==> config.mk <==
export PLATFORM = sky130hd
export DESIGN_NAME = offboard_handover_supervisor_top
export DESIGN_NICKNAME = d
export VERILOG_FILES = /design/src/ohs_pkg.sv /design/src/ohs_cfg_regs.sv /design/src/ohs_core.sv /design/src/offboard_handover_supervisor_top.sv
export SDC_FILE = /design/constraint.sdc
export NUM_CORES = 1
export LEC_CHECK = 0
export BUFFER_PORTS_ARGS = -buffer_cell sky130_fd_sc_hd__buf_4
export CAP_MARGIN = 20
export CORE_MARGIN = 4
export CORE_UTILIZATION = 40
export DETAILED_ROUTE_END_ITERATION = 8
export SLEW_MARGIN = 20
export SYNTH_ARGS = -nofsm -noshare
export SYNTH_HDL_FRONTEND = slang
export SYNTH_SLANG_ARGS = --single-unit
==> constraint.sdc <==
create_clock -name clk -period 4.5 [get_ports clk]
set_input_delay 0.45 -clock clk [delete_from_list [all_inputs] [get_ports clk]]
set_output_delay 0.45 -clock clk [all_outputs]
set_load 0.02 [all_outputs]
==> src/ohs_pkg.sv <==
// ============================================================================
// ohs_pkg
// Shared types and constants of the offboard handover supervisor.
// ============================================================================
`default_nettype none

package ohs_pkg;

    // Field widths.
    localparam int unsigned SETPOINT_W = 8;
    localparam int unsigned PRIMED_W   = 16;
    localparam int unsigned WINDOW_W   = 14;
    localparam int unsigned TICKS_W    = 6;
    localparam int unsigned ELAPSED_W  = 8;
    localparam int unsigned STATE_W    = 3;
    localparam int unsigned DETAIL_W   = 4;

    // Stream and configuration port widths.
    localparam int unsigned IN_DATA_W  = 16;
    localparam int unsigned OUT_DATA_W = 24;
    localparam int unsigned CFG_ADDR_W = 3;
    localparam int unsigned CFG_DATA_W = 16;

    // Register reset values.
    localparam logic [PRIMED_W-1:0]  PRIMING_RST  = 16'd10;
    localparam logic [WINDOW_W-1:0]  MIN_COUNT_RST = 14'd2;
    localparam logic [TICKS_W-1:0]   WINDOW_RST   = 6'd5;
    localparam logic [ELAPSED_W-1:0] TIMEOUT_RST  = 8'd10;
    localparam logic                 AUTO_RST     = 1'b1;

    // Configuration register indexes.
    typedef enum logic [CFG_ADDR_W-1:0] {
        REG_PRIMING_SETPOINTS    = 3'd0,
        REG_MIN_WINDOW_COUNT     = 3'd1,
        REG_WINDOW_TICKS         = 3'd2,
        REG_ENGAGE_TIMEOUT_TICKS = 3'd3,
        REG_SELF_REQUEST         = 3'd4
    } cfg_index_t;

    typedef enum logic [STATE_W-1:0] {
        ST_IDLE      = 3'd0,
        ST_STREAMING = 3'd1,
        ST_ENGAGING  = 3'd2,
        ST_ACTIVE    = 3'd3,
        ST_FAULT     = 3'd4
    } session_state_t;

    typedef enum logic [DETAIL_W-1:0] {
        DT_WAITING        = 4'd0,
        DT_STREAM_FOUND   = 4'd1,
        DT_STREAM_STOPPED = 4'd2,
        DT_ALREADY_ACTIVE = 4'd3,
        DT_CONFIRMED      = 4'd4,
        DT_RETRY          = 4'd5,
        DT_AUTOPILOT_OWNS = 4'd6,
        DT_PILOT_OVERRIDE = 4'd7,
        DT_LEFT_OFFBOARD  = 4'd8,
        DT_RATE_LOW       = 4'd9,
        DT_FLIGHT_DONE    = 4'd10,
        DT_RECOVERED      = 4'd11,
        DT_REQUESTED      = 4'd12
    } detail_t;

    typedef struct packed {
        logic                 self_request_en;
        logic [ELAPSED_W-1:0] engage_timeout_ticks;
        logic [TICKS_W-1:0]   window_ticks;
        logic [WINDOW_W-1:0]  min_window_count;
        logic [PRIMED_W-1:0]  priming_setpoints;
    } cfg_t;

    typedef struct packed {
        logic                  pilot_override;
        logic                  autopilot_owns;
        logic                  mode_confirmed;
        logic [SETPOINT_W-1:0] setpoints_this_tick;
    } tick_in_t;

    typedef struct packed {
        logic                confirmed_echo;
        logic [WINDOW_W-1:0] measured_count;
        logic                stream_fresh;
        logic                request_offboard;
        detail_t             detail_code;
        session_state_t      session_state;
    } tick_out_t;

endpackage

`default_nettype wire

==> src/ohs_cfg_regs.sv <==
// ============================================================================
// ohs_cfg_regs
// Write-only configuration register bank of the handover supervisor.
// ============================================================================
`default_nettype none

module ohs_cfg_regs (
    input  wire logic                             clk,
    input  wire logic                             rst_n,
    input  wire logic                             cfg_we,
    input  wire logic [ohs_pkg::CFG_ADDR_W-1:0]   cfg_addr,
    input  wire logic [ohs_pkg::CFG_DATA_W-1:0]   cfg_wdata,
    output ohs_pkg::cfg_t                         cfg
);

    ohs_pkg::cfg_t cfg_reg;

    always_ff @(posedge clk or negedge rst_n)
    begin
        if (!rst_n)
        begin
            cfg_reg.priming_setpoints    <= ohs_pkg::PRIMING_RST;
            cfg_reg.min_window_count     <= ohs_pkg::MIN_COUNT_RST;
            cfg_reg.window_ticks         <= ohs_pkg::WINDOW_RST;
            cfg_reg.engage_timeout_ticks <= ohs_pkg::TIMEOUT_RST;
            cfg_reg.self_request_en      <= ohs_pkg::AUTO_RST;
        end
        else if (cfg_we)
        begin
            unique case (ohs_pkg::cfg_index_t'(cfg_addr))
                ohs_pkg::REG_PRIMING_SETPOINTS:
                    cfg_reg.priming_setpoints <= cfg_wdata[ohs_pkg::PRIMED_W-1:0];
                ohs_pkg::REG_MIN_WINDOW_COUNT:
                    cfg_reg.min_window_count <= cfg_wdata[ohs_pkg::WINDOW_W-1:0];
                ohs_pkg::REG_WINDOW_TICKS:
                    cfg_reg.window_ticks <= cfg_wdata[ohs_pkg::TICKS_W-1:0];
                ohs_pkg::REG_ENGAGE_TIMEOUT_TICKS:
                    cfg_reg.engage_timeout_ticks <= cfg_wdata[ohs_pkg::ELAPSED_W-1:0];
                ohs_pkg::REG_SELF_REQUEST:
                    cfg_reg.self_request_en <= cfg_wdata[0];
                default:
                    ;
            endcase
        end
    end

    assign cfg = cfg_reg;

endmodule

`default_nettype wire

==> src/ohs_core.sv <==
// ============================================================================
// ohs_core
// Per-tick counters and handover state machine; state advances on tick_en.
// ============================================================================
`default_nettype none

module ohs_core (
    input  wire logic               clk,
    input  wire logic               rst_n,
    input  wire logic               tick_en,
    input  wire ohs_pkg::tick_in_t  tick_in,
    input  wire ohs_pkg::cfg_t      cfg,
    output ohs_pkg::tick_out_t      tick_out
);

    ohs_pkg::session_state_t          state_reg, state_next;
    ohs_pkg::detail_t                 detail_reg, detail_next;
    logic [ohs_pkg::PRIMED_W-1:0]     primed_reg, primed_next;
    logic [ohs_pkg::WINDOW_W-1:0]     window_reg, window_next;
    logic [ohs_pkg::TICKS_W-1:0]      ticks_reg, ticks_next;
    logic [ohs_pkg::WINDOW_W-1:0]     measured_reg, measured_next;
    logic [ohs_pkg::ELAPSED_W-1:0]    elapsed_reg, elapsed_next;

    logic [ohs_pkg::PRIMED_W:0]       primed_sum;
    logic [ohs_pkg::PRIMED_W-1:0]     primed_acc;
    logic [ohs_pkg::WINDOW_W:0]       window_sum;
    logic [ohs_pkg::WINDOW_W-1:0]     window_acc;
    logic [ohs_pkg::TICKS_W-1:0]      ticks_inc;
    logic [ohs_pkg::TICKS_W-1:0]      limit;
    logic                             window_close;
    logic                             fresh;
    logic                             confirmed;
    logic                             owns;
    logic                             override_on;
    logic                             primed_ok;
    logic                             timed_out;
    logic                             request;

    assign confirmed   = tick_in.mode_confirmed;
    assign owns        = tick_in.autopilot_owns;
    assign override_on = tick_in.pilot_override;

    // Saturating accumulation of setpoints into priming and window counts.
    assign primed_sum = {1'b0, primed_reg} +
                        {{(ohs_pkg::PRIMED_W + 1 - ohs_pkg::SETPOINT_W){1'b0}},
                         tick_in.setpoints_this_tick};
    assign primed_acc = primed_sum[ohs_pkg::PRIMED_W] ? '1
                                                      : primed_sum[ohs_pkg::PRIMED_W-1:0];
    assign window_sum = {1'b0, window_reg} +
                        {{(ohs_pkg::WINDOW_W + 1 - ohs_pkg::SETPOINT_W){1'b0}},
                         tick_in.setpoints_this_tick};
    assign window_acc = window_sum[ohs_pkg::WINDOW_W] ? '1
                                                      : window_sum[ohs_pkg::WINDOW_W-1:0];

    // A window length of zero behaves as one tick.
    assign ticks_inc    = (&ticks_reg) ? ticks_reg : ticks_reg + 1'b1;
    assign limit        = (cfg.window_ticks == '0) ? {{(ohs_pkg::TICKS_W-1){1'b0}}, 1'b1}
                                                   : cfg.window_ticks;
    assign window_close = (ticks_inc >= limit);

    assign window_next   = window_close ? '0 : window_acc;
    assign ticks_next    = window_close ? '0 : ticks_inc;
    assign measured_next = window_close ? window_acc : measured_reg;
    assign fresh         = (measured_next >= cfg.min_window_count);

    assign primed_ok = (primed_acc >= cfg.priming_setpoints);
    assign timed_out = (elapsed_reg >= cfg.engage_timeout_ticks);

    // Next state.
    always_comb
    begin
        state_next = state_reg;
        unique case (state_reg)
            ohs_pkg::ST_IDLE:
            begin
                if (fresh)
                    state_next = ohs_pkg::ST_STREAMING;
            end
            ohs_pkg::ST_STREAMING:
            begin
                if (!fresh)
                    state_next = ohs_pkg::ST_IDLE;
                else if (confirmed)
                    state_next = ohs_pkg::ST_ACTIVE;
                else if (cfg.self_request_en && !owns && !override_on && primed_ok)
                    state_next = ohs_pkg::ST_ENGAGING;
            end
            ohs_pkg::ST_ENGAGING:
            begin
                if (confirmed)
                    state_next = ohs_pkg::ST_ACTIVE;
                else if (timed_out)
                    state_next = ohs_pkg::ST_STREAMING;
            end
            ohs_pkg::ST_ACTIVE:
            begin
                if (!confirmed)
                    state_next = (owns || override_on) ? ohs_pkg::ST_STREAMING
                                                       : ohs_pkg::ST_FAULT;
                else if (!fresh)
                    state_next = ohs_pkg::ST_FAULT;
            end
            ohs_pkg::ST_FAULT:
            begin
                if (!fresh)
                    state_next = ohs_pkg::ST_IDLE;
                else if (confirmed)
                    state_next = ohs_pkg::ST_ACTIVE;
            end
            default:
                state_next = state_reg;
        endcase
    end

    // Detail code, request pulse, priming clear and engage timer.
    always_comb
    begin
        detail_next  = detail_reg;
        primed_next  = primed_acc;
        elapsed_next = elapsed_reg;
        request      = 1'b0;
        unique case (state_reg)
            ohs_pkg::ST_IDLE:
            begin
                if (fresh)
                    detail_next = ohs_pkg::DT_STREAM_FOUND;
            end
            ohs_pkg::ST_STREAMING:
            begin
                if (!fresh)
                begin
                    detail_next = ohs_pkg::DT_STREAM_STOPPED;
                    primed_next = '0;
                end
                else if (confirmed)
                    detail_next = ohs_pkg::DT_ALREADY_ACTIVE;
                else if (cfg.self_request_en && !owns && !override_on && primed_ok)
                begin
                    detail_next  = ohs_pkg::DT_REQUESTED;
                    elapsed_next = '0;
                    request      = 1'b1;
                end
            end
            ohs_pkg::ST_ENGAGING:
            begin
                if (confirmed)
                    detail_next = ohs_pkg::DT_CONFIRMED;
                else if (timed_out)
                    detail_next = ohs_pkg::DT_RETRY;
                else if (!(&elapsed_reg))
                    elapsed_next = elapsed_reg + 1'b1;
            end
            ohs_pkg::ST_ACTIVE:
            begin
                if (!confirmed)
                begin
                    primed_next = '0;
                    if (owns)
                        detail_next = ohs_pkg::DT_AUTOPILOT_OWNS;
                    else if (override_on)
                        detail_next = ohs_pkg::DT_PILOT_OVERRIDE;
                    else
                        detail_next = ohs_pkg::DT_LEFT_OFFBOARD;
                end
                else if (!fresh)
                begin
                    primed_next = '0;
                    detail_next = ohs_pkg::DT_RATE_LOW;
                end
            end
            ohs_pkg::ST_FAULT:
            begin
                if (!fresh)
                begin
                    primed_next = '0;
                    detail_next = ohs_pkg::DT_FLIGHT_DONE;
                end
                else if (confirmed)
                    detail_next = ohs_pkg::DT_RECOVERED;
            end
            default:
                ;
        endcase
    end

    always_ff @(posedge clk or negedge rst_n)
    begin
        if (!rst_n)
        begin
            state_reg    <= ohs_pkg::ST_IDLE;
            detail_reg   <= ohs_pkg::DT_WAITING;
            primed_reg   <= '0;
            window_reg   <= '0;
            ticks_reg    <= '0;
            measured_reg <= '0;
            elapsed_reg  <= '0;
        end
        else if (tick_en)
        begin
            state_reg    <= state_next;
            detail_reg   <= detail_next;
            primed_reg   <= primed_next;
            window_reg   <= window_next;
            ticks_reg    <= ticks_next;
            measured_reg <= measured_next;
            elapsed_reg  <= elapsed_next;
        end
    end

    always_comb
    begin
        tick_out.session_state    = state_next;
        tick_out.detail_code      = detail_next;
        tick_out.request_offboard = request;
        tick_out.stream_fresh     = fresh;
        tick_out.measured_count   = measured_next;
        tick_out.confirmed_echo   = confirmed;
    end

endmodule

`default_nettype wire

==> src/offboard_handover_supervisor_top.sv <==
// ============================================================================
// offboard_handover_supervisor_top
// Supervises handover of flight control to an offboard setpoint stream.
// ============================================================================
//
//   Port group   Direction  Payload
//   -----------  ---------  -----------------------------------------------
//   s_axis_*     in         one supervision tick (counts and flags)
//   m_axis_*     out        one status result per tick
//   cfg_*        in         register writes, index 0..4, no read-back
//
// Each tick is captured in an input register; once the output register
// can take it, the counter and state machine logic evaluate it and the
// result lands in the output register, which offers it on m_axis. One
// tick is accepted every clock cycle while m_axis is ready. The sustained
// rate is set by the single state update per cycle in the core. When the
// output register is full and not taken, the input register holds its tick
// and s_axis_tready drops once both are occupied; nothing is lost or
// repeated. An asynchronous active-low reset returns the machine to idle
// with all counters cleared and the configuration registers at defaults.
// ============================================================================
`default_nettype none

module offboard_handover_supervisor_top (
    input  wire logic                              clk,
    input  wire logic                              rst_n,
    // tdata: setpoints_this_tick[7:0], mode_confirmed[8],
    //        autopilot_owns[9], pilot_override[10], zero fill [15:11]
    input  wire logic [ohs_pkg::IN_DATA_W-1:0]     s_axis_tdata,
    input  wire logic                              s_axis_tvalid,
    output logic                                   s_axis_tready,
    // tdata: session_state[2:0], detail_code[6:3], request_offboard[7],
    //        stream_fresh[8], measured_count[22:9], confirmed_echo[23]
    output logic [ohs_pkg::OUT_DATA_W-1:0]         m_axis_tdata,
    output logic                                   m_axis_tvalid,
    input  wire logic                              m_axis_tready,
    input  wire logic                              cfg_we,
    input  wire logic [ohs_pkg::CFG_ADDR_W-1:0]    cfg_addr,
    input  wire logic [ohs_pkg::CFG_DATA_W-1:0]    cfg_wdata
);

    ohs_pkg::cfg_t      cfg;
    ohs_pkg::tick_in_t  in_data_reg;
    logic               in_valid_reg;
    ohs_pkg::tick_out_t result;
    ohs_pkg::tick_out_t out_data_reg;
    logic               out_valid_reg;
    logic               fire;
    logic               in_take;

    // The core evaluates a tick whenever the output register can take it.
    assign fire          = in_valid_reg && (!out_valid_reg || m_axis_tready);
    assign s_axis_tready = !in_valid_reg || fire;
    assign in_take       = s_axis_tvalid && s_axis_tready;

    ohs_cfg_regs u_cfg (
        .clk       (clk),
        .rst_n     (rst_n),
        .cfg_we    (cfg_we),
        .cfg_addr  (cfg_addr),
        .cfg_wdata (cfg_wdata),
        .cfg       (cfg)
    );

    ohs_core u_core (
        .clk      (clk),
        .rst_n    (rst_n),
        .tick_en  (fire),
        .tick_in  (in_data_reg),
        .cfg      (cfg),
        .tick_out (result)
    );

    // Input register: control state is reset, payload is not.
    always_ff @(posedge clk or negedge rst_n)
    begin
        if (!rst_n)
            in_valid_reg <= 1'b0;
        else if (in_take)
            in_valid_reg <= 1'b1;
        else if (fire)
            in_valid_reg <= 1'b0;
    end

    always_ff @(posedge clk)
    begin
        if (in_take)
            in_data_reg <= ohs_pkg::tick_in_t'(s_axis_tdata[10:0]);
    end

    // Output register.
    always_ff @(posedge clk or negedge rst_n)
    begin
        if (!rst_n)
            out_valid_reg <= 1'b0;
        else if (fire)
            out_valid_reg <= 1'b1;
        else if (m_axis_tready)
            out_valid_reg <= 1'b0;
    end

    always_ff @(posedge clk)
    begin
        if (fire)
            out_data_reg <= result;
    end

    assign m_axis_tvalid = out_valid_reg;
    assign m_axis_tdata  = out_data_reg;

    // A request pulse only ever accompanies the move into the engaging state.
    assert property (@(posedge clk) disable iff (!rst_n)
        out_valid_reg && out_data_reg.request_offboard |->
            out_data_reg.session_state == ohs_pkg::ST_ENGAGING &&
            out_data_reg.detail_code == ohs_pkg::DT_REQUESTED)
        else $error("request without engaging transition");

    // Freshness reported must agree with the measured count and threshold.
    assert property (@(posedge clk) disable iff (!rst_n)
        out_valid_reg |->
            out_data_reg.stream_fresh ==
            (out_data_reg.measured_count >= cfg.min_window_count))
        else $error("freshness inconsistent with measured count");

    // Remaining in or entering the active state requires confirmation.
    assert property (@(posedge clk) disable iff (!rst_n)
        out_valid_reg && out_data_reg.session_state == ohs_pkg::ST_ACTIVE |->
            out_data_reg.confirmed_echo)
        else $error("active state without confirmation");

    // A stalled tick in the input register is not dropped.
    assert property (@(posedge clk) disable iff (!rst_n)
        in_valid_reg && !fire |=> in_valid_reg)
        else $error("pending tick lost");

endmodule

`default_nettype wire

==> results of run 1 <==
-- cell families after synthesis --
kind of cell | count (synthesis) | share of synthesized area, %
AND/OR/NAND/NOR | 259 | 14.7
AO/OA/AOI/OAI | 255 | 19.6
flip-flops | 147 | 45.5
buffers and inverters | 99 | 4.67
adder cells (fa/ha/maj) | 64 | 9.61
multiplexers | 30 | 3.99
XOR/XNOR | 19 | 1.96
-- worst max-delay path, cell delays in order (launching register included) --
cell       delay [ns]
dfrtp_1          0.37
ha_2             0.18
and2_4           0.14
nand4_1          0.18
mux2_4           0.38
ha_4             0.26
a21o_1           0.11
a21o_1           0.15
a21oi_4          0.08
o21ai_4          0.28
clkbuf_16        0.22
mux2_2           0.38
ha_1             0.29
nand4_1          0.11
inv_1            0.05
a21oi_1          0.13
o41a_1           0.28
inv_2            0.09
buf_4            0.14
or3_4            0.37
a31o_2           0.24
a22o_1           0.17
-- routing by layer --
layer | vias up | GRT usage [%] | share of wire [%] | wire length (um)
li1 | 3430 | - | - | -
met4 | 0 | 5.76 | 1.3 | 277
met1 | 3366 | 25.8 | 46 | 10300
met5 | - | 0 | 0 | 0
met3 | 22 | 3.46 | 5.4 | 1200
met2 | 200 | 29.7 | 47 | 10400
-- worst paths after layout --
kind,from,end,slack [ns],cells past startpoint
worst min register to register,in_valid_reg$_DFFE_PN0P_,m_axis_tvalid$_DFFE_PN0P_,0.49,1
max in group asynchronous,rst_n,u_core.window_reg[7]$_DFFE_PN0P_,3.03,3
worst min-delay path,s_axis_tdata[5],in_data_reg[5]$_DFFE_PP_,0.19,1
worst max-delay path,u_core.ticks_reg[0]$_DFFE_PN0P_,u_core.primed_reg[13]$_DFFE_PN0P_,-0.21,21
min in group asynchronous,rst_n,u_core.elapsed_reg[4]$_DFFE_PN0P_,0.47,2
worst max register to register,u_core.ticks_reg[0]$_DFFE_PN0P_,u_core.primed_reg[13]$_DFFE_PN0P_,-0.21,21
-- power groups by stage --
stage / registers, mW / logic (mW) / clock network [mW]
after global placement: 2.03 / 3.03 / 0
after detailed placement: 2.04 / 3.10 / 0
final: 2.03 / 3.56 / 1.40
after CTS: 2.02 / 3.29 / 1.43
after global routing: 2.08 / 3.91 / 1.48
after floorplan: 2.05 / 1.95 / 0
-- area by class of cell --
cell class,instances,area [um^2]
fill,1911,10100
timing repair buffer,153,1220
clock buffer,18,439
sequential,147,3860
clock inverter,14,129
inverter,60,225
tap,275,344
multi-input combinational,629,4620
-- layout by cell type, fill, tap and decap left out, types with 6 or more instances in the layout --
cell type	count
buf_4	142
nand2_1	107
dfrtp_1	104
o21ai_0	76
inv_1	57
ha_1	54
nor2_1	42
a21oi_1	39
edfxtp_1	35
mux2_2	23
a22o_1	21
clkbuf_16	18
a31oi_1	17
nand3_1	16
nand2b_1	13
o21a_1	10
xnor2_1	10
and3_1	9
nor3_1	9
a31o_2	9
xor2_1	9
a21o_1	8
dfstp_2	8
ha_4	7
inv_6	7
and2_1	6
nor2b_1	6
o21ai_1	6
nand4_1	6
a211oi_1	6
a21oi_2	6
buf_6	6
-- repair_timing --
item	4_1_cts	5_1_grt
pin swaps	7	30
cloned	2	2
hold endpoints to repair	25	0
setup endpoints to repair	36	39
setup buffers	6	10
hold buffers	1	0
resized for setup	21	47
==> impl_metrics.toml, run 1 <==
[worst_setup_path]
start_kind = "flop"
required_ns = 4.82
critPathKind = "reg2reg"
critPathMaxFanout = 7
cp-end-kind = "flop"
critPathArrivalTime_ns = 5.03

[timing]
skew_ns = 0.0122
timing.setup.tns_ns = -4.81
final_max_slew_viol_count = 0
rsz0062_at_grt = "yes"
relSlewSlack_pct = 27.4
finalSetupViolations = 37
hold_violations = 0
fin_crit_sh_pct = 105
tightest_slew_ns = 1.09
post-route-min-period_ns = 4.71
holdWs_ns = 0.194
max_freq_mhz = 212
worst_slack_ns = -0.209

[clock_tree]
cts_tree = "built"
clkSlewWorstSetupHoldPaths_ns = 0.07
cts_max_level = 4
clk_path_buf_depth = 2
clock_latency_ns = 0.43
cts_buffers = 17
root_buffer = "clkbuf_16"
cts.sinks = 147

[synth]
syn_area_mm2 = 0.00849
synth.distinct_cells = 75
syn_avg_cell_area_um2 = 9.73
yosys.area.top_type = "dfrtp_1"
synth_edf_count = 35
synthTopCellsByCount = "nand2_1 (108), dfrtp_1 (104), o21ai_0 (83)"
syn_nets = 977
async_flop_share_pct = 76.2
ys_seq_elements = 147
synth_ff_type = "dfrtp_1"
synth_top_area_share_pct = 30.6
yosys_warnings = 0
synth_area_leaders = "dfrtp_1 (31%), edfxtp_1 (12%), ha_1 (9.1%)"
syn_inst = 873
synth_most_common_cell = "nand2_1"
yosysSeqAreaShare_pct = 45.5

[power_and_ir_drop]
cell_internal_pwr_mw = 4.28
finalPower_mw = 6.99
seqPwrFrac_pct = 29.0
p_sw_mw = 2.70
ir_drop_v = 0.000273
p_leak_nw = 4.85
powerDensity_mw_per_mm2 = 644
clkPwrFrac_pct = 20.1
combPwrFrac_pct = 50.9
switching_share_pct = 38.7

[cells_and_area]
final_cells = 1296
diodes = 0
num-nets-final = 1112
largest_register_ffs = 45
area_delta_synth_final_pct = 27.7
drive_above_1_share_pct = 29.0
fin_area_mm2 = 0.0108
utilization_pct = 51.7

[global_route]
grt_max_degree = 52
grt_pass1_wl_um = 35100
grt-ovfl-total = 0
track_usage_pct = 18.6
antenna_found_initial = 0
grt_pass1_vias = 6682

[job]
maxCapViolCount = 0

[place]
place_congestion = 0.827
dp.final_hpwl_um = 15300
placed_cells = 1245
dp_worst_setup_slack_ns = -0.193
placed_cell_area_mm2 = 0.00980
numPortBuffers = 60

[routing]
drc = 0
wl_per_cell_um = 17.0
dr.pass1.iters = 5
vias = 7018
drt-initial-drc-count = 390
viasPerCell = 5.42
drtAntennaViolNets = 0
wirelength_um = 22100

[die]
fp.dieW_um = 154
rows = 53
die_y_um = 154
dieArea_mm2 = 0.0236
core_mm2 = 0.0210
initial_core_util_pct = 40.5
ios = 66

[min_path]
min_path_type = "in2reg"

[outcome]
status = "finished with violations"
failed_checks = "negative setup slack"
(Power assumes the default switching activity.)
==> inputs of run 2 (changes only) <==
--- a/config.mk
+++ b/config.mk
@@ -7,9 +7,11 @@
 export LEC_CHECK = 0
 export BUFFER_PORTS_ARGS = -buffer_cell sky130_fd_sc_hd__buf_4
 export CAP_MARGIN = 20
+export CORE_ASPECT_RATIO = 1.1
 export CORE_MARGIN = 4
 export CORE_UTILIZATION = 40
 export DETAILED_ROUTE_END_ITERATION = 8
+export RECOVER_POWER = 50
 export SLEW_MARGIN = 20
 export SYNTH_ARGS = -nofsm -noshare
 export SYNTH_HDL_FRONTEND = slang
==> impl_metrics.toml, run 2 (same netlist as run 1, synthesis figures left out) <==
[place]
dp.final_hpwl_um = 15100
numPortBuffers = 60
placed_cell_area_mm2 = 0.00978
dp_worst_setup_slack_ns = -0.139
place_congestion = 0.825

[global_route]
antenna_found_initial = 0
grt_pass1_wl_um = 35200
grt_max_degree = 51
grt_pass1_vias = 6759
grt-ovfl-total = 0
track_usage_pct = 18.5

[clock_tree]
cts.sinks = 147
clk_path_buf_depth = 2
cts_buffers = 17
clock_latency_ns = 0.43
clkSlewWorstSetupHoldPaths_ns = 0.07
cts_max_level = 4
root_buffer = "clkbuf_16"
cts_tree = "built"

[worst_setup_path]
rrSetupSlack_ns = -0.18
required_ns = 4.82
critPathKind = "reg2reg"
critPathArrivalTime_ns = 5.00
slowest_stage = "or3_4"
slowest_delay_ns = 0.41
cp-end-kind = "flop"
critPathMaxFanout = 9
path_cells = "ha_2 > and2_4 > nand4_1 > xnor2_1 > ha_1 > nand2b_4 > a21o_1 > a21o_1 > a21oi_2 > o21ai_4 > buf_12 > mux2_2 > ha_1 > a211o_1 > a21oi_2 > o41a_1 > inv_2 > or3_4 > a31o_2 > a22o_1"
start_kind = "flop"

[routing]
drc = 0
dr.pass1.iters = 5
wirelength_um = 21700
drtAntennaViolNets = 0
wl_per_cell_um = 16.8
vias = 6942
viasPerCell = 5.36
drt-initial-drc-count = 353

[outcome]
status = "finished with violations"
failed_checks = "max-capacitance violations, max-slew violations, negative setup slack"

[cells_and_area]
diodes = 0
drive_above_1_share_pct = 23.9
area_delta_synth_final_pct = 25.1
layout_common_cells = "nand2_1 (107), dfrtp_1 (104), buf_4 (90)"
layout_commonest_cell = "nand2_1"
num-nets-final = 1100
utilization_pct = 51.3
fin_area_mm2 = 0.0106
largest_register_ffs = 45

[power_and_ir_drop]
ir_drop_v = 0.000262
powerDensity_mw_per_mm2 = 643
p_leak_nw = 4.68

[timing]
finalSetupViolations = 35
final_max_slew_viol_count = 36
tightest_slew_ns = 1.97
skew_ns = 0.0120
post-route-min-period_ns = 4.68
relSlewSlack_pct = -31.4
hold_violations = 0
max_freq_mhz = 213
fin_crit_sh_pct = 104
worst_slack_ns = -0.185
rsz0062_at_grt = "yes"

[die]
fp.dieW_um = 147
core_mm2 = 0.0207
die_y_um = 161
initial_core_util_pct = 41.0
rows = 55
dieArea_mm2 = 0.0236
ios = 66

[job]
maxCapViolCount = 1

[min_path]
min_path_type = "in2reg"
run 2: layout make-up:
type,instances,area [um^2]
clock buffer,23,479
clock inverter,9,128
fill,1899,10100
inverter,60,225
multi-input combinational,628,4570
sequential,147,3860
tap,285,357
timing repair buffer,142,1010
run 2: what timing repair did:
item / CTS / global route
resized for setup: 13 / 35
hold endpoints to repair: 28 / 0
buffers inserted: 3 / 4
hold buffers: 1 / 0
setup endpoints to repair: 32 / 38
pin swaps: 4 / 15
gates cloned: 1 / 3
run 2: critical path, delay by kind of cell, from the launching register on:
kind	cells	cell delay, ns
simple gates	4	0.87
buf+inv	2	0.24
flops	1	0.36
xor+xnor	1	0.24
compound gates	9	1.91
fa+ha+maj	3	0.65
mux	1	0.31
run 2: where the power goes:
group	internal, mW	switching (mW)	leakage, nW	total [mW]
combinational	1.57	1.74	2.66	3.32
clock	0.919	0.578	0.300	1.50
sequential	1.78	0.241	1.72	2.02
run 2: path summary, 6_finish.rpt:
check / from / to / depth (start not counted)
worst max-delay path: u_core.ticks_reg[1]$_DFFE_PN0P_ / u_core.primed_reg[15]$_DFFE_PN0P_ / 20
max in group asynchronous: rst_n / u_core.primed_reg[6]$_DFFE_PN0P_ / 3
worst min-delay path: s_axis_tvalid / in_valid_reg$_DFFE_PN0P_ / 2
worst min register to register: in_valid_reg$_DFFE_PN0P_ / m_axis_tvalid$_DFFE_PN0P_ / 1
worst max register to register: u_core.ticks_reg[1]$_DFFE_PN0P_ / u_core.primed_reg[15]$_DFFE_PN0P_ / 20
min in group asynchronous: rst_n / u_core.detail_reg[1]$_DFFE_PN0P_ / 2
run 2: stage by stage:
| step | hold slack (ns) | instances | total power [mW] | setup TNS (ns) |
|---|---|---|---|---|
| 2_1_floorplan | 0.154 | 873 | 4.00 | 0 |
| 3_3_place_gp | 0.435 | 1250 | 5.02 | -1.78 |
| 3_5_place_dp | 0.438 | 1250 | 5.08 | -2.16 |
| 4_1_cts | 0.186 | 1287 | 6.64 | -1.08 |
| 5_1_grt | 0.206 | 1294 | 7.35 | -11.29 |
| 6_report | 0.208 | 1294 | 6.84 | -4.11 |
run 2: layer usage:
metal,part of all wire (%),GRT usage [%],up-vias
met5,0,0,-
met1,47,25.2,3362
met3,3.6,2.91,23
met4,1.7,6.02,0
li1,-,-,3412
met2,48,30.5,145
==> inputs of run 3 (changes only) <==
--- a/config.mk
+++ b/config.mk
@@ -12,6 +12,7 @@
 export CORE_UTILIZATION = 40
 export DETAILED_ROUTE_END_ITERATION = 8
 export RECOVER_POWER = 50
+export SETUP_SLACK_MARGIN = 0.4
 export SLEW_MARGIN = 20
 export SYNTH_ARGS = -nofsm -noshare
 export SYNTH_HDL_FRONTEND = slang
==> impl_metrics.toml, run 3 (same netlist as run 1, synthesis figures left out) <==
[power_and_ir_drop]
finalPower_mw = 7.09
p_leak_nw = 4.84
powerDensity_mw_per_mm2 = 652
ir_drop_v = 0.000287

[cells_and_area]
num-nets-final = 1105
layout_common_cells = "buf_4 (119), nand2_1 (107), dfrtp_1 (104)"
area_delta_synth_final_pct = 28.1
diodes = 0
drive_above_1_share_pct = 27.5
layout_commonest_cell = "buf_4"
largest_register_ffs = 45
final_cells = 1299
fillCellCount = 1893

[worst_setup_path]
required_ns = 4.82
critPathBufInv = 3
rrSetupSlack_ns = -0.12
cpLargestDelayFamily = "compound AO/OA/AOI/OAI gates"
critPathArrivalTime_ns = 4.93
rr_worst_depth = 21
slowest_stage = "dfrtp_1"
timing.rr.end = "u_core.primed_reg[13]$_DFFE_PN0P_"
critPathKind = "reg2reg"
path_cells = "ha_2 > and2_4 > nand4_1 > mux2_4 > ha_4 > a21o_1 > a21o_1 > a21oi_4 > o21ai_4 > clkbuf_16 > mux2_2 > ha_4 > a21oi_1 > o21ai_0 > a21oi_2 > o41a_1 > inv_2 > buf_4 > or3_4 > a31o_2 > a22o_1"
cp-end-kind = "flop"
critPathMaxFanout = 6
rr_startpoint = "u_core.ticks_reg[1]$_DFFE_PN0P_"
start_kind = "flop"
slowest_delay_ns = 0.37

[clock_tree]
cts_hold_buffers = 0
cts.sinks = 147
cts_buffers = 17
root_buffer = "clkbuf_16"
clock_latency_ns = 0.43
cts_tree = "built"
clkSlewWorstSetupHoldPaths_ns = 0.06
cts_max_level = 4
clk_path_buf_depth = 2

[place]
placed_cells = 1253
numPortBuffers = 60
dp_worst_setup_slack_ns = -0.130
place_congestion = 0.873
dp.final_hpwl_um = 15200

[die]
core_mm2 = 0.0207
initial_core_util_pct = 41.0
dieArea_mm2 = 0.0236
rows = 55
fp.dieW_um = 147
ios = 66
die_y_um = 161

[global_route]
grt-ovfl-total = 0
track_usage_pct = 18.7
antenna_found_initial = 0
grt_pass1_wl_um = 35200
grt_pass1_vias = 6829
grt_max_degree = 43

[timing]
finalSetupViolations = 27
timing.setup.tns_ns = -1.74
relSlewSlack_pct = -54.0
post-route-min-period_ns = 4.62
max_freq_mhz = 217
skew_ns = 0.00734
rsz0062_at_grt = "yes"
worst_slack_ns = -0.116
hold_violations = 0
final_max_slew_viol_count = 75
fin_crit_sh_pct = 103
tightest_slew_ns = 2.31

[outcome]
status = "finished with violations"
failed_checks = "max-capacitance violations, max-slew violations, negative setup slack"

[min_path]
min_path_type = "in2reg"
hp-start = "s_axis_tvalid"
holdPathStages = 2
whs_endpoint = "in_valid_reg$_DFFE_PN0P_"

[routing]
vias = 6965
drtAntennaViolNets = 0
dr.pass1.iters = 5
drt-initial-drc-count = 384
wirelength_um = 22100
drc = 0
wl_per_cell_um = 17.0
viasPerCell = 5.36

[job]
maxCapViolCount = 2
==> run 3: stage by stage <==
| step | hold WS, ns | util (%) | instance area, um^2 |
|---|---|---|---|
| after global placement | 0.476 | 47.5 | 9840 |
| after detailed placement | 0.481 | 47.5 | 9840 |
| after global routing | 0.200 | 52.5 | 10900 |
| after CTS | 0.0200 | 51.1 | 10600 |
| after floorplan | 0.154 | - | 8610 |
| final | 0.213 | 52.5 | 10900 |
==> run 3: cell type report <==
type	count	area [um^2]	share of cell area [%]
well taps	285	357	3.28
inverters	60	225	2.07
repair buffers	146	1170	10.7
multi-input cells	629	4600	42.2
clock inverters	9	138	1.26
flip-flops and latches	147	3860	35.5
clock buffers	23	533	4.90
==> run 3: timing repair <==
item / in CTS / in global routing
pin swaps: 8 / 20
endpoints found under the setup margin: 39 / 40
setup buffers: 3 / 6
cloned: 1 / 4
gates resized for setup: 13 / 41
==> run 3: routing by layer <==
layer  vias to the layer above  track usage, %  routed length [um]
met5                         -               0                   0
met4                         0            6.78                 430
met3                        26            2.74                 892
met2                       169            32.2               11100
met1                      3360            23.8                9660
li1                       3410               -                   -
==> run 3: worst max path at each step <==
stage / from / endpoint / cells past startpoint
final: u_core.ticks_reg[1]$_DFFE_PN0P_ / u_core.primed_reg[13]$_DFFE_PN0P_ / 21
after global routing: u_core.ticks_reg[1]$_DFFE_PN0P_ / u_core.primed_reg[13]$_DFFE_PN0P_ / 22
after CTS: u_core.ticks_reg[1]$_DFFE_PN0P_ / u_core.primed_reg[13]$_DFFE_PN0P_ / 21
after detailed placement: u_core.ticks_reg[0]$_DFFE_PN0P_ / u_core.primed_reg[13]$_DFFE_PN0P_ / 21
after global placement: u_core.ticks_reg[1]$_DFFE_PN0P_ / u_core.primed_reg[9]$_DFFE_PN0P_ / 21
after floorplan: u_core.ticks_reg[0]$_DFFE_PN0P_ / u_core.primed_reg[12]$_DFFE_PN0P_ / 24
==> run 3: power by group <==
group	switching (mW)	total (mW)	internal [mW]
sequential	0.245	2.02	1.78
combinational	1.76	3.47	1.72
clock	0.583	1.59	1.01
